`config.mk`:
```
export PLATFORM = sky130hd
export DESIGN_NAME = packed_pattern_channel_scanner
export DESIGN_NICKNAME = d
export VERILOG_FILES = /design/src/design/ppcs_pkg.sv /design/src/design/packed_pattern_channel_scanner.sv
export VERILOG_INCLUDE_DIRS = /design/src /design/src/design
export SDC_FILE = /design/constraint.sdc
export NUM_CORES = 1
export LEC_CHECK = 0
export ABC_AREA = 1
export BUFFER_PORTS_ARGS = -buffer_cell sky130_fd_sc_hd__buf_2
export CAP_MARGIN = 5
export CORE_ASPECT_RATIO = 0.8
export CORE_MARGIN = 2
export CORE_UTILIZATION = 40
export CTS_BUF_LIST = sky130_fd_sc_hd__clkbuf_16
export CTS_CLUSTER_DIAMETER = 200
export CTS_CLUSTER_SIZE = 30
export DETAILED_ROUTE_END_ITERATION = 16
export GPL_ROUTABILITY_DRIVEN = 0
export SLEW_MARGIN = 30
export SYNTH_ARGS = -nofsm -noshare
export SYNTH_HDL_FRONTEND = slang
export SYNTH_SLANG_ARGS = --single-unit
```
`constraint.sdc`:
```
create_clock -name aclk -period 4.4 [get_ports aclk]
set_clock_uncertainty 0.2 [all_clocks]
set_input_delay 0.44 -clock aclk [delete_from_list [all_inputs] [get_ports aclk]]
set_output_delay 0.44 -clock aclk [all_outputs]
set_load 0.01 [all_outputs]
```
`src/design/packed_pattern_channel_scanner_macros.svh`:
```
// Assertion macros for the packed pattern channel scanner.
// Included by the modules that carry assertions; depends on nothing else.
`ifndef PACKED_PATTERN_CHANNEL_SCANNER_MACROS_SVH
`define PACKED_PATTERN_CHANNEL_SCANNER_MACROS_SVH
`ifndef NO_ASSERTIONS
`define PPCS_ASSERT_IMPLIES(label, clk, rstn, ante, cons) \
    label: assert property (@(posedge clk) disable iff (!rstn) (ante) |-> (cons)) \
        else $error("ppcs assertion failed");
`define PPCS_ASSERT_NEXT(label, clk, rstn, ante, cons) \
    label: assert property (@(posedge clk) disable iff (!rstn) (ante) |=> (cons)) \
        else $error("ppcs assertion failed");
`else
`define PPCS_ASSERT_IMPLIES(label, clk, rstn, ante, cons)
`define PPCS_ASSERT_NEXT(label, clk, rstn, ante, cons)
`endif
`endif

```
`src/design/ppcs_pkg.sv`:
```
// Package for the packed pattern channel scanner: word types and constants.
// Used by packed_pattern_channel_scanner; depends on nothing.
`default_nettype none
package ppcs_pkg;

    localparam int CH_SLOTS   = 64;
    localparam int CH_IDX_W   = $clog2(CH_SLOTS);
    localparam int CNT_W      = CH_IDX_W + 1;
    localparam int SKIP_W     = 3;
    localparam int APB_ADDR_W = 4;
    localparam int APB_DATA_W = 64;

    localparam logic [1:0] STATUS_BUSY    = 2'd0;
    localparam logic [1:0] STATUS_DONE    = 2'd1;
    localparam logic [1:0] STATUS_CORRUPT = 2'd2;

    localparam logic [1:0] MODE_CONTINUE = 2'd0;

    localparam logic REG_PAN_ENABLE = 1'b0;
    localparam logic REG_INSTR_MODE = 1'b1;

    typedef struct packed {
        logic [1:0] mode;
        logic [7:0] data_byte;
        logic [7:0] row_total;
        logic       last_byte;
    } in_word_t;

    typedef struct packed {
        logic [1:0]          parse_status;
        logic [CH_SLOTS-1:0] used_channels;
        logic [CNT_W-1:0]    channel_count;
    } out_word_t;

endpackage
`default_nettype wire

```
`src/design/packed_pattern_channel_scanner.sv`:
```
// Packed pattern channel scanner top level: input register, row parser, result register.
// Depends on ppcs_pkg and packed_pattern_channel_scanner_macros.svh.
//
// Channel   Direction  Ports                                  Word
// s_        in         s_valid, s_ready, s_word               ppcs_pkg::in_word_t
// m_        out        m_valid, m_ready, m_word               ppcs_pkg::out_word_t
// APB       in         psel, penable, pwrite, paddr, pwdata   registers at 0x0 and 0x8
//
// A word is accepted every cycle unless the output stalls; its result is registered.
// The mask table read is registered at acceptance and forwarded past a pending write.
// Reset clears all control state and the mask table valid bits at once.
// A stalled result holds in the output register; the input register then fills and stops.
`default_nettype none
`include "packed_pattern_channel_scanner_macros.svh"
module packed_pattern_channel_scanner (
    input  logic                                 aclk,
    input  logic                                 aresetn,
    input  logic                                 s_valid,
    output logic                                 s_ready,
    input  ppcs_pkg::in_word_t                   s_word,
    output logic                                 m_valid,
    input  logic                                 m_ready,
    output ppcs_pkg::out_word_t                  m_word,
    input  logic                                 psel,
    input  logic                                 penable,
    input  logic                                 pwrite,
    input  logic [ppcs_pkg::APB_ADDR_W-1:0]      paddr,
    input  logic [ppcs_pkg::APB_DATA_W-1:0]      pwdata,
    output logic [ppcs_pkg::APB_DATA_W-1:0]      prdata,
    output logic                                 pready
);

    typedef enum logic [1:0] {PH_CHANNEL, PH_MASK, PH_SKIP} phase_t;

    logic [ppcs_pkg::CH_SLOTS-1:0]   pan_reg;
    logic                            imode_reg;

    logic                            st_vld_reg;
    ppcs_pkg::in_word_t              st_word_reg;
    logic [7:0]                      rd_data_reg;
    logic                            fwd_hit_reg;
    logic [7:0]                      fwd_data_reg;

    logic [7:0]                      mask_mem [ppcs_pkg::CH_SLOTS];
    logic [ppcs_pkg::CH_SLOTS-1:0]   mask_vld_reg;

    logic [7:0]                      rows_reg, rows_next;
    phase_t                          phase_reg, phase_next;
    logic [ppcs_pkg::SKIP_W-1:0]     skip_reg, skip_next;
    logic [ppcs_pkg::CH_IDX_W-1:0]   ch_reg, ch_next;
    logic [1:0]                      outcome_reg, outcome_next;
    logic [ppcs_pkg::CH_SLOTS-1:0]   used_reg, used_next;
    logic [ppcs_pkg::CNT_W-1:0]      count_reg, count_next;

    logic                            out_vld_reg;
    ppcs_pkg::out_word_t             out_word_reg;

    logic                            advance;
    logic                            s_acc;
    logic                            clr_tbl;
    logic                            wr_tbl;
    logic                            wr_en;
    logic [7:0]                      lookup;
    logic                            ended_step;

    assign advance = st_vld_reg && (!out_vld_reg || m_ready);
    assign s_ready = !st_vld_reg || advance;
    assign s_acc   = s_valid && s_ready;
    assign m_valid = out_vld_reg;
    assign m_word  = out_word_reg;
    assign pready  = 1'b1;
    assign prdata  = (paddr[3] == ppcs_pkg::REG_INSTR_MODE)
                     ? {{(ppcs_pkg::APB_DATA_W-1){1'b0}}, imode_reg} : pan_reg;
    assign wr_en   = advance && wr_tbl;
    assign ended_step = advance && (outcome_reg != ppcs_pkg::STATUS_BUSY)
                        && (st_word_reg.mode == ppcs_pkg::MODE_CONTINUE);

    assign lookup = !mask_vld_reg[st_word_reg.data_byte[ppcs_pkg::CH_IDX_W-1:0]] ? 8'd0
                    : (fwd_hit_reg ? fwd_data_reg : rd_data_reg);

    always_comb begin
        logic [7:0]                    m;
        logic                          apply;
        logic [ppcs_pkg::CH_IDX_W-1:0] ch_m1;
        rows_next    = rows_reg;
        phase_next   = phase_reg;
        skip_next    = skip_reg;
        ch_next      = ch_reg;
        outcome_next = outcome_reg;
        used_next    = used_reg;
        count_next   = count_reg;
        clr_tbl      = 1'b0;
        wr_tbl       = 1'b0;
        apply        = 1'b0;
        m            = 8'd0;
        ch_m1        = '0;
        if (st_word_reg.mode != ppcs_pkg::MODE_CONTINUE) begin
            clr_tbl      = 1'b1;
            if (st_word_reg.mode[1]) begin
                used_next  = '0;
                count_next = '0;
            end
            rows_next    = st_word_reg.row_total;
            phase_next   = PH_CHANNEL;
            skip_next    = '0;
            ch_next      = '0;
            outcome_next = ppcs_pkg::STATUS_BUSY;
        end
        if (outcome_next == ppcs_pkg::STATUS_BUSY) begin
            if (rows_next == 8'd0) begin
                outcome_next = ppcs_pkg::STATUS_DONE;
            end else begin
                case (phase_next)
                    PH_MASK: begin
                        wr_tbl = 1'b1;
                        apply  = 1'b1;
                        m      = st_word_reg.data_byte;
                    end
                    PH_SKIP: begin
                        if (skip_next != '0) begin
                            skip_next = skip_next - 3'd1;
                        end
                        if (skip_next == '0) begin
                            phase_next = PH_CHANNEL;
                        end
                    end
                    default: begin
                        if (st_word_reg.data_byte == 8'd0) begin
                            rows_next = rows_next - 8'd1;
                            if (rows_next == 8'd0) begin
                                outcome_next = ppcs_pkg::STATUS_DONE;
                            end
                        end else begin
                            ch_next = st_word_reg.data_byte[ppcs_pkg::CH_IDX_W-1:0];
                            if (st_word_reg.data_byte[7]) begin
                                phase_next = PH_MASK;
                            end else begin
                                apply = 1'b1;
                                m     = clr_tbl ? 8'd0 : lookup;
                            end
                        end
                    end
                endcase
            end
            ch_m1 = ch_next - 6'd1;
            if (apply) begin
                if (m[0] && (ch_next != '0) && pan_reg[ch_m1] && !used_next[ch_m1]) begin
                    used_next[ch_m1] = 1'b1;
                    count_next       = count_next + 7'd1;
                end
                skip_next  = {2'b00, m[0]} + {2'b00, m[1]} + {2'b00, m[2]} + {1'b0, m[3], 1'b0};
                phase_next = (skip_next != '0) ? PH_SKIP : PH_CHANNEL;
            end
            if ((outcome_next == ppcs_pkg::STATUS_BUSY) && st_word_reg.last_byte) begin
                outcome_next = ppcs_pkg::STATUS_CORRUPT;
            end
        end
    end

    always_ff @(posedge aclk) begin
        if (wr_en) begin
            mask_mem[ch_reg] <= st_word_reg.data_byte;
        end
        if (s_acc) begin
            st_word_reg  <= s_word;
            rd_data_reg  <= mask_mem[s_word.data_byte[ppcs_pkg::CH_IDX_W-1:0]];
            fwd_data_reg <= st_word_reg.data_byte;
        end
    end

    always_ff @(posedge aclk) begin
        if (!aresetn) begin
            pan_reg      <= '0;
            imode_reg    <= 1'b0;
            st_vld_reg   <= 1'b0;
            fwd_hit_reg  <= 1'b0;
            mask_vld_reg <= '0;
            rows_reg     <= '0;
            phase_reg    <= PH_CHANNEL;
            skip_reg     <= '0;
            ch_reg       <= '0;
            outcome_reg  <= ppcs_pkg::STATUS_BUSY;
            used_reg     <= '0;
            count_reg    <= '0;
            out_vld_reg  <= 1'b0;
            out_word_reg <= '0;
        end else begin
            if (psel && penable && pwrite) begin
                if (paddr[3] == ppcs_pkg::REG_INSTR_MODE) begin
                    imode_reg <= pwdata[0];
                end else begin
                    pan_reg <= pwdata;
                end
            end
            if (s_acc) begin
                st_vld_reg  <= 1'b1;
                fwd_hit_reg <= wr_en
                               && (ch_reg == s_word.data_byte[ppcs_pkg::CH_IDX_W-1:0]);
            end else if (advance) begin
                st_vld_reg <= 1'b0;
            end
            if (advance) begin
                if (clr_tbl) begin
                    mask_vld_reg <= '0;
                end else if (wr_tbl) begin
                    mask_vld_reg[ch_reg] <= 1'b1;
                end
                rows_reg                   <= rows_next;
                phase_reg                  <= phase_next;
                skip_reg                   <= skip_next;
                ch_reg                     <= ch_next;
                outcome_reg                <= outcome_next;
                used_reg                   <= used_next;
                count_reg                  <= count_next;
                out_vld_reg                <= 1'b1;
                out_word_reg.parse_status  <= outcome_next;
                out_word_reg.used_channels <= used_next;
                out_word_reg.channel_count <= imode_reg ? '0 : count_next;
            end else if (m_ready) begin
                out_vld_reg <= 1'b0;
            end
        end
    end

    `PPCS_ASSERT_IMPLIES(a_count_matches, aclk, aresetn, 1'b1, count_reg == $countones(used_reg))
    `PPCS_ASSERT_IMPLIES(a_top_bit_unused, aclk, aresetn, 1'b1, !used_reg[ppcs_pkg::CH_SLOTS-1])
    `PPCS_ASSERT_IMPLIES(a_skip_phase, aclk, aresetn, skip_reg != '0, phase_reg == PH_SKIP)
    `PPCS_ASSERT_NEXT(a_ended_holds, aclk, aresetn, ended_step, $stable(used_reg))

endmodule
`default_nettype wire
```
; ---- Word-level counts from Yosys, hierarchy flattened
; Memories as Yosys holds them, arrays and structs flattened. A register that Yosys moved wholly into a read port is not among the register bits.
; Cells that the tools add are included.
[classes]
n_addsub = 7
multipliers = 0
div = 0
magnitude_cmp = 5
eq_ne = 3
shift = 0
muxes = 84
bitwise = 3
n_reduce_logical = 34
[op_table]
columns = operator, count
row1 = $mux 64, 8
row2 = $or 64x64->64, 2
row3 = $mux 7, 6
row4 = $mux 8, 5
row5 = $mux 6, 6
row6 = $mux 2, 16
row7 = $mux 4, 7
row8 = $mux 3, 9
row9 = $logic_not 8->1, 3
row10 = $lt 6x7->1 const B, 3
row11 = $mux 1, 19
row12 = $bmux 1 s6, 3
row13 = $demux 1 s6, 2
row14 = $ge 6x1->1 const B, 2
row15 = $logic_and 1x1->1, 12
row16 = $pmux 4 s2, 1
row17 = $reduce_bool 2->1, 4
row18 = $sub 8x1->8 const B, 1
row19 = $add 7x1->7 const B, 1
row20 = $eq 6x6->1, 1
row21 = $reduce_and 2->1, 3
row22 = $reduce_bool 3->1, 2
row23 = $reduce_bool 6->1, 1
row24 = $sub 6x1->6 const B, 1
row25 = other kinds (14), 18
[word_totals]
register_bits = 254
latchBits = 0
ramBits = 512
mem_bits_ro = 0
inputBits = 94
output_inout_bits = 140
word_cells = 156
n_memories = 1
[memory_table]
columns = memory, words, width, read_ports, rd_clocked_by_memory_dff, wr, line
row1 = mask_mem, 64, 8, 1, 1, 1, packed_pattern_channel_scanner.sv:44  ; logic [7:0] mask_mem [ppcs_pkg::CH_SLOTS];

; ---- Depth between registers and ports, before layout
; Gate-level depths: netlist of run 1.
[logic_depth]
depth_word = 16
mapped_depth = 34
mapped_depth_nobuf = 29

; ---- Least setup slack after synthesis of run 1
; Ideal clock, no wire load.
[synth_path]
path_kind = reg-to-reg
startpoint = reg st_word_reg[18] (netlist name)
endpoint = reg out_word_reg, in the netlist m_word[15]
setup_time_ns = 0.070
arrival_time_ns = 4.468
t_required_ns = 4.130
path_slack_ns = -0.339
stages_incl_launch_ff = 32
path_buffers = 6
period_less_slack_ns = 4.739
path_cell_list = edfxtp_1 -> nor2_4 -> buf_6 -> buf_4 -> inv_2 -> buf_2 -> or2_2 -> o21ai_0 -> ha_1 -> nand2_1 -> nor2_4 -> nand3_2 -> nand2_2 -> inv_2 -> ha_1 -> clkbuf_1 -> clkinv_1 -> clkbuf_1 -> nand2_1 -> nand2_1 -> nand2_1 -> nand2_1 -> nand2_1 -> nand2_1 -> nand2_1 -> nand3_1 -> nor2_2 -> nand2_2 -> buf_6 -> nor3_4 -> nand2_1 -> a21oi_1
[synth_via]
elab_chain_cells = 16
elab_cells_between_ends = 45
[synth_rtl]
columns = item, line
row1 = start: declaration, packed_pattern_channel_scanner.sv:39  ; ppcs_pkg::in_word_t st_word_reg;
row2 = start signal: assignment, packed_pattern_channel_scanner.sv:165  ; st_word_reg <= s_word;
row3 = $reduce_bool 2->1, packed_pattern_channel_scanner.sv:97  ; if (st_word_reg.mode != ppcs_pkg::MODE_CONTINUE) begin
row4 = $mux 2, packed_pattern_channel_scanner.sv:97
row5 = $eq 2x2->1 / $eq 2x1->1 (equally long branches), packed_pattern_channel_scanner.sv:113  ; case (phase_next)
row6 = $reduce_or 2->1 (no line), -
row7 = $mux 6, packed_pattern_channel_scanner.sv:113
row8 = $mux 6, packed_pattern_channel_scanner.sv:110  ; if (rows_next == 8'd0) begin
row9 = $mux 6, packed_pattern_channel_scanner.sv:109  ; if (outcome_next == ppcs_pkg::STATUS_BUSY) begin
row10 = $sub 6x1->6, packed_pattern_channel_scanner.sv:145  ; ch_m1 = ch_next - 6'd1;
row11 = $lt 6x7->1 (not written as such) / $ge 6x1->1 (equally long branches), packed_pattern_channel_scanner.sv:148  ; used_next[ch_m1] = 1'b1;
row12 = $logic_and 1x1->1 (not written as such), packed_pattern_channel_scanner.sv:148
row13 = $mux 1 (not written as such), packed_pattern_channel_scanner.sv:148
row14 = $demux 1 s6, packed_pattern_channel_scanner.sv:148
row15 = $or 64x64->64 (no line), -
row16 = $mux 64, packed_pattern_channel_scanner.sv:147  ; if (m[0] && (ch_next != '0) && pan_reg[ch_m1] && !used_next[ch_m1]) begin
row17 = $mux 64, packed_pattern_channel_scanner.sv:146  ; if (apply) begin
row18 = $mux 64 *, packed_pattern_channel_scanner.sv:109
row19 = end: declaration, packed_pattern_channel_scanner.sv:56  ; ppcs_pkg::out_word_t out_word_reg;
; Mark *: on every way between the ends. The rest lies on a longest branch, timed or not. The select of a mux whose other input is x is not followed.
; A chain may end at the register's enable or synchronous reset.

; ---- Final worst setup path of run 1
[layout_path]
startpoint = reg st_word_reg[18] (netlist name)
endpoint = reg out_word_reg, in the netlist m_word[19]
; The elaborated chain is that of the path after synthesis.

==> run metrics, run 1 <==
outcome finished clean; I/O Pins 234; most instantiated cells after synthesis nand2_1 (583), nor2_1 (387), o21ai_0 (318); Leak 10.5 nW; routed len/inst 18.6 um; Worst Max-Slew Pin Slew 0.962 ns; sequential share of power 0.586; final WL 72,700 um; EDFF count, synth 283; WS Path Type register to register; die boundary width 277 um; Hold Violations, Final 0; Synth top area share 0.356; IO buf count 229; GRT Util Overall 0.226; Final TNS setup 0 ns; ANT nets after route 0; Rows 80; share of layout cells above drive strength 1 0.136; Largest Register mask_mem; worst path arrival time 4.55 ns; Max Fclk 236 MHz; clock sinks 514; Yosys cell types 48; dominant synthesized flop cell edfxtp_1; Die Y 222 um; initial antenna violation count 1; Sw Share 0.271; DRC viols 0; Root Driver clkbuf_16; # diodes 0; Cells after DPL 3,766; Area after DPL 26,000 um2; Non-Filler Instances 3,899; Clock Latency Late Sink 0.58 ns; largest net degree at the start of global routing 115; area of the mapped netlist 23,800 um2; Clock Power Share 0.275; worst-path maximum fanout 8; Die Footprint 61,600 um2; Synth Net Count 2,970; Avg Inst Size Synth 8.32 um2; Tmin final 4.24 ns; Worst EP required 4.72 ns; Hold Path Stages 3; asr flop ratio synth 0; final worst path period share 0.963; fin nets 3,211; Max Cap Viol 0; first-pass GRT wire length 112,000 um; final instance area 27,800 um2; P&R area growth vs syn 16.4%; final setup vio count 0; TritonCTS clock tree built; remaining global-route overflow 0; vias per cell 5.44; #FFs+latches synth 514; max reg flops 256; post-synthesis cell count 2,866; area leader, netlist edfxtp_1; starting density of the core 0.402; hpwl dp 45,300 um; combinational fraction of design power 0.139; hold slack 0.0304 ns; Core Box Area 59,300 um2; detailed-route via count 21,200; Peak supply drop 215 uV; Max Transition Viols Final 0; Iter 0 DRT Violations 2,101; Worst-path clk slew 0.12 ns; largest cells by area after synthesis edfxtp_1 (36%), dfxtp_1 (19%), nand2_1 (9.2%); Seq/Total Area, Yosys 0.550; Worst Setup End Kind register; top-count cell post-synth nand2_1; net switching power 2.38 mW; Power Density 316 nW/um2; vias in the first global route 19,600; Rel. slew slack 0.355; internal power 6.40 mW; CTS buffer count 21; yosys warns 0; Bufs on Longest Clock Path 3; Hold Path Class input port to register; Pre-antenna DRT Iters 6; H-tree Lvls 1; Layout Utilization 0.468; CP startpoint kind register; worst reg-to-reg path cell count 27
## worst paths after layout
kind / startpoint / endpoint / slack (ns)
worst max register to register: st_word_reg[18] / m_word[19] / 0.16
worst max-delay path: st_word_reg[18] / m_word[19] / 0.16
worst min register to register: mask_vld_reg[25] / mask_vld_reg[25] / 0.26
worst min-delay path: pwrite / imode_reg / 0.03
## routing by layer
metal / part of all wire / vias to the layer above / track usage
met5: 0.00014 / - / 0
met4: 0.024 / 2 / 0.0554
met3: 0.082 / 102 / 0.0395
met2: 0.44 / 820 / 0.344
met1: 0.46 / 10100 / 0.331
li1: - / 10200 / -
## what timing repair did
action	in CTS	in global routing
hold endpoints to repair	81	0
pin swaps	1	13
gates resized for setup	3	45
setup buffers	2	14
setup endpoints to repair	69	78
gates cloned	0	2
hold buffers	79	0
## power groups by stage
stage | clock network (mW) | logic (mW) | registers, mW
floorplan | 0 | 0.680 | 5.25
global placement | 0 | 1.07 | 5.25
detailed placement | 0 | 1.08 | 5.25
CTS | 2.48 | 1.14 | 5.14
global route | 2.62 | 1.34 | 5.15
finish | 2.41 | 1.22 | 5.14
## placed cells by master (no fill, tap or decap), drive strengths merged, types with 2 or more instances in the layout
master       netlist  layout
a211oi             8       8
a21oi            208     208
a31oi             53      53
buf               30     325
clkbuf           158      22
clkinv            12      14
dfxtp            231     231
dlygate4sd3        0      79
edfxtp           283     283
ha                 9       9
inv              220     234
nand2            589     589
nand3             91      91
nand3b            23      23
nand4             17      17
nor2             397     397
nor3              96      96
nor4               3       3
o2111ai            4       4
o211a              2       2
o211ai             6       6
o21ai            328     328
o21bai             2       2
o221ai             9       9
o22ai             69      69
o32ai              4       4
xor2               8       8
## area by class of cell
cell class | instances | area, um2
Fill cell | 5755 | 31500
Sequential cell | 514 | 13100
Multi-Input combinational cell | 1932 | 9270
Timing Repair Buffer | 405 | 2870
Tap cell | 779 | 975
Inverter | 232 | 901
Clock buffer | 21 | 526
Clock inverter | 15 | 87.6
Timing Repair inverter | 1 | 8.76
## critical path: stages, from the launching register on
cell	delay, ns
edfxtp_1	0.45
nor2_4	0.24
inv_2	0.06
or2_4	0.23
o21ai_4	0.08
ha_4	0.16
nand2_2	0.06
nor2_4	0.23
buf_12	0.15
nand3_1	0.08
nand2_2	0.13
inv_4	0.06
ha_4	0.17
inv_4	0.06
xor2_4	0.22
clkinv_4	0.11
clkbuf_16	0.18
nand2_1	0.08
nand3_2	0.10
nand3_1	0.11
nand2_2	0.07
nor2_4	0.15
nand2_4	0.08
buf_12	0.16
nor3_4	0.19
buf_4	0.16
nand2_1	0.06
a21oi_1	0.13
## stage by stage
step	setup slack [ns]	total power, mW
6_report	0.164	8.78
5_1_grt	-0.0348	9.11
4_1_cts	0.0239	8.76
3_5_place_dp	-0.122	6.33
3_3_place_gp	-0.0772	6.32
2_1_floorplan	0.00160	5.93
## kinds of logic after synthesis
kind of cell,count (synthesis),share of synthesized area
xor gates and xnor gates,9,0.00409
buffers and inverters,420,0.0685
adders and majority gates,10,0.00556
other,1,0.000157
DFF,514,0.550
AOI/OAI and AO/OA,695,0.158
and+or+nand+nor,1217,0.214
Note: power is estimated with default switching activity, not from simulation.
==> inputs of run 2 (changes only) <==
Settings changed: CTS_BUF_LIST sky130_fd_sc_hd__clkbuf_16 to sky130_fd_sc_hd__clkbuf_4 sky130_fd_sc_hd__clkbuf_8 sky130_fd_sc_hd__clkbuf_16, CTS_CLUSTER_SIZE 30 to not set.
Clock period 4.4 ns to 4.9 ns, I/O delays scaled along.
==> run metrics, run 2 (synthesized netlist as in run 1, its figures left out) <==
CP dominant cell by count nand2_1; Leak 10.9 nW; GRT Util Overall 0.230; share of layout cells above drive strength 1 0.143; ANT nets after route 0; Iter 0 DRT Violations 2,088; outcome finished clean; Clock Power Share 0.421; Max Transition Viols Final 0; worst-path maximum fanout 14; Max Fclk 216 MHz; CTS buffer count 54; max reg flops 256; clock sinks 514; H-tree Lvls 2; Rows 80; Layout Utilization 0.482; vias in the first global route 20,000; P&R area growth vs syn 19.8%; routed len/inst 18.6 um; Worst Setup End Kind register; Power Density 342 nW/um2; fin nets 3,227; DRC viols 0; TritonCTS clock tree built; largest net degree at the start of global routing 100; sequential share of power 0.472; Peak supply drop 257 uV; Core Box Area 59,300 um2; Hold Violations, Final 0; combinational fraction of design power 0.107; Bufs on Longest Clock Path 3; Pre-antenna DRT Iters 6; Rel. slew slack 0.386; slowest stage delay, CP 0.43 ns; Max Cap Viol 0; pre-CTS setup slack -0.206 ns; Die Y 222 um; worst path arrival time 4.99 ns; die boundary width 277 um; Sw Share 0.262; Setup WS post-layout 0.262 ns; initial antenna violation count 2; I/O Pins 234; Die Footprint 61,600 um2; final setup vio count 0; Hold Path Class input port to register; Root Driver clkbuf_16; Worst EP required 5.25 ns; Clock Latency Late Sink 0.65 ns; Power Total 9.78 mW; Tmin final 4.64 ns; net switching power 2.56 mW; final worst path period share 0.947; first-pass GRT wire length 113,000 um; vias per cell 5.45; final WL 73,600 um; WS Path Type register to register; starting density of the core 0.402; crit path max-delay cell type edfxtp_1; internal power 7.22 mW; detailed-route via count 21,500; most common cell after layout, fill and taps aside nand2_1; Worst-path clk slew 0.06 ns; # fillers 5,592; hpwl dp 45,500 um; Largest Register mask_mem; Worst Max-Slew Pin Slew 0.921 ns; CP startpoint kind register; commonest cells after routing, fill and taps aside nand2_1 (580), nor2_1 (387), o21ai_0 (316), edfxtp_1 (283), dfxtp_1 (231); remaining global-route overflow 0; IO buf count 229
## run 2: worst max-delay path, delay by kind of cell (launching register included)
family	cells	cell delay [ns]
AOI/OAI and AO/OA	2	0.21
xor gates and xnor gates	1	0.17
adders and majority gates	2	0.42
buffers and inverters	7	0.99
DFF	1	0.43
and+or+nand+nor	17	2.13
## run 2: timing repair
item / in CTS / in global routing
pin swaps: 2 / 8
setup buffers: 2 / 10
endpoints found under the hold margin: 79 / 0
gates cloned: 0 / 1
gates resized for setup: 1 / 15
setup endpoints to repair: 71 / 78
hold buffers: 77 / 0
## run 2: final cells by class
cell class | count | area (um2) | area share
clock buffer | 65 | 1430 | 0.0502
antenna | 1 | 2.50 | 0.0000876
multi-input combinational | 1933 | 9200 | 0.322
inverter | 232 | 873 | 0.0306
tap | 779 | 975 | 0.0341
sequential | 514 | 13100 | 0.459
timing repair buffer | 388 | 2610 | 0.0915
clock inverter | 34 | 347 | 0.0121
## run 2: path summary, 6_finish.rpt
| check | start | endpoint | slack (ns) | depth (start not counted) |
|---|---|---|---|---|
| worst max-delay path | st_word_reg[18] | m_word[13] | 0.26 | 29 |
| worst min-delay path | pwdata[47] | pan_reg[47] | 0.02 | 3 |
| worst max register to register | st_word_reg[18] | m_word[13] | 0.26 | 29 |
| worst min register to register | mask_vld_reg[41] | mask_vld_reg[41] | 0.26 | 2 |
## run 2: stage by stage
step | setup TNS (ns) | instance area, um2 | instances | hold WS (ns)
detailed placement | -3.73 | 25800 | 3756 | 0.249
global placement | -0.0198 | 25800 | 3756 | 0.242
finish | 0 | 28600 | 3946 | 0.0201
floorplan | 0 | 23800 | 2866 | 0.232
global route | -0.0501 | 28600 | 3945 | 0.0123
CTS | 0 | 28400 | 3934 | 0.00138
## run 2: power groups by stage
stage | clock [mW] | sequential (mW) | combinational [mW]
after global placement | 0 | 4.71 | 0.947
after detailed placement | 0 | 4.71 | 0.957
after global routing | 4.35 | 4.62 | 1.14
final | 4.12 | 4.62 | 1.04
after CTS | 4.17 | 4.62 | 1.01
after floorplan | 0 | 4.72 | 0.597
## run 2: metal layers
layer	part of all wire	track usage	vias up	routed length [um]
met1	0.46	0.335	10300	33700
li1	-	-	10200	-
met3	0.072	0.0330	132	5320
met4	0.029	0.0773	4	2100
met5	0.00033	0	-	24
met2	0.44	0.352	826	32400
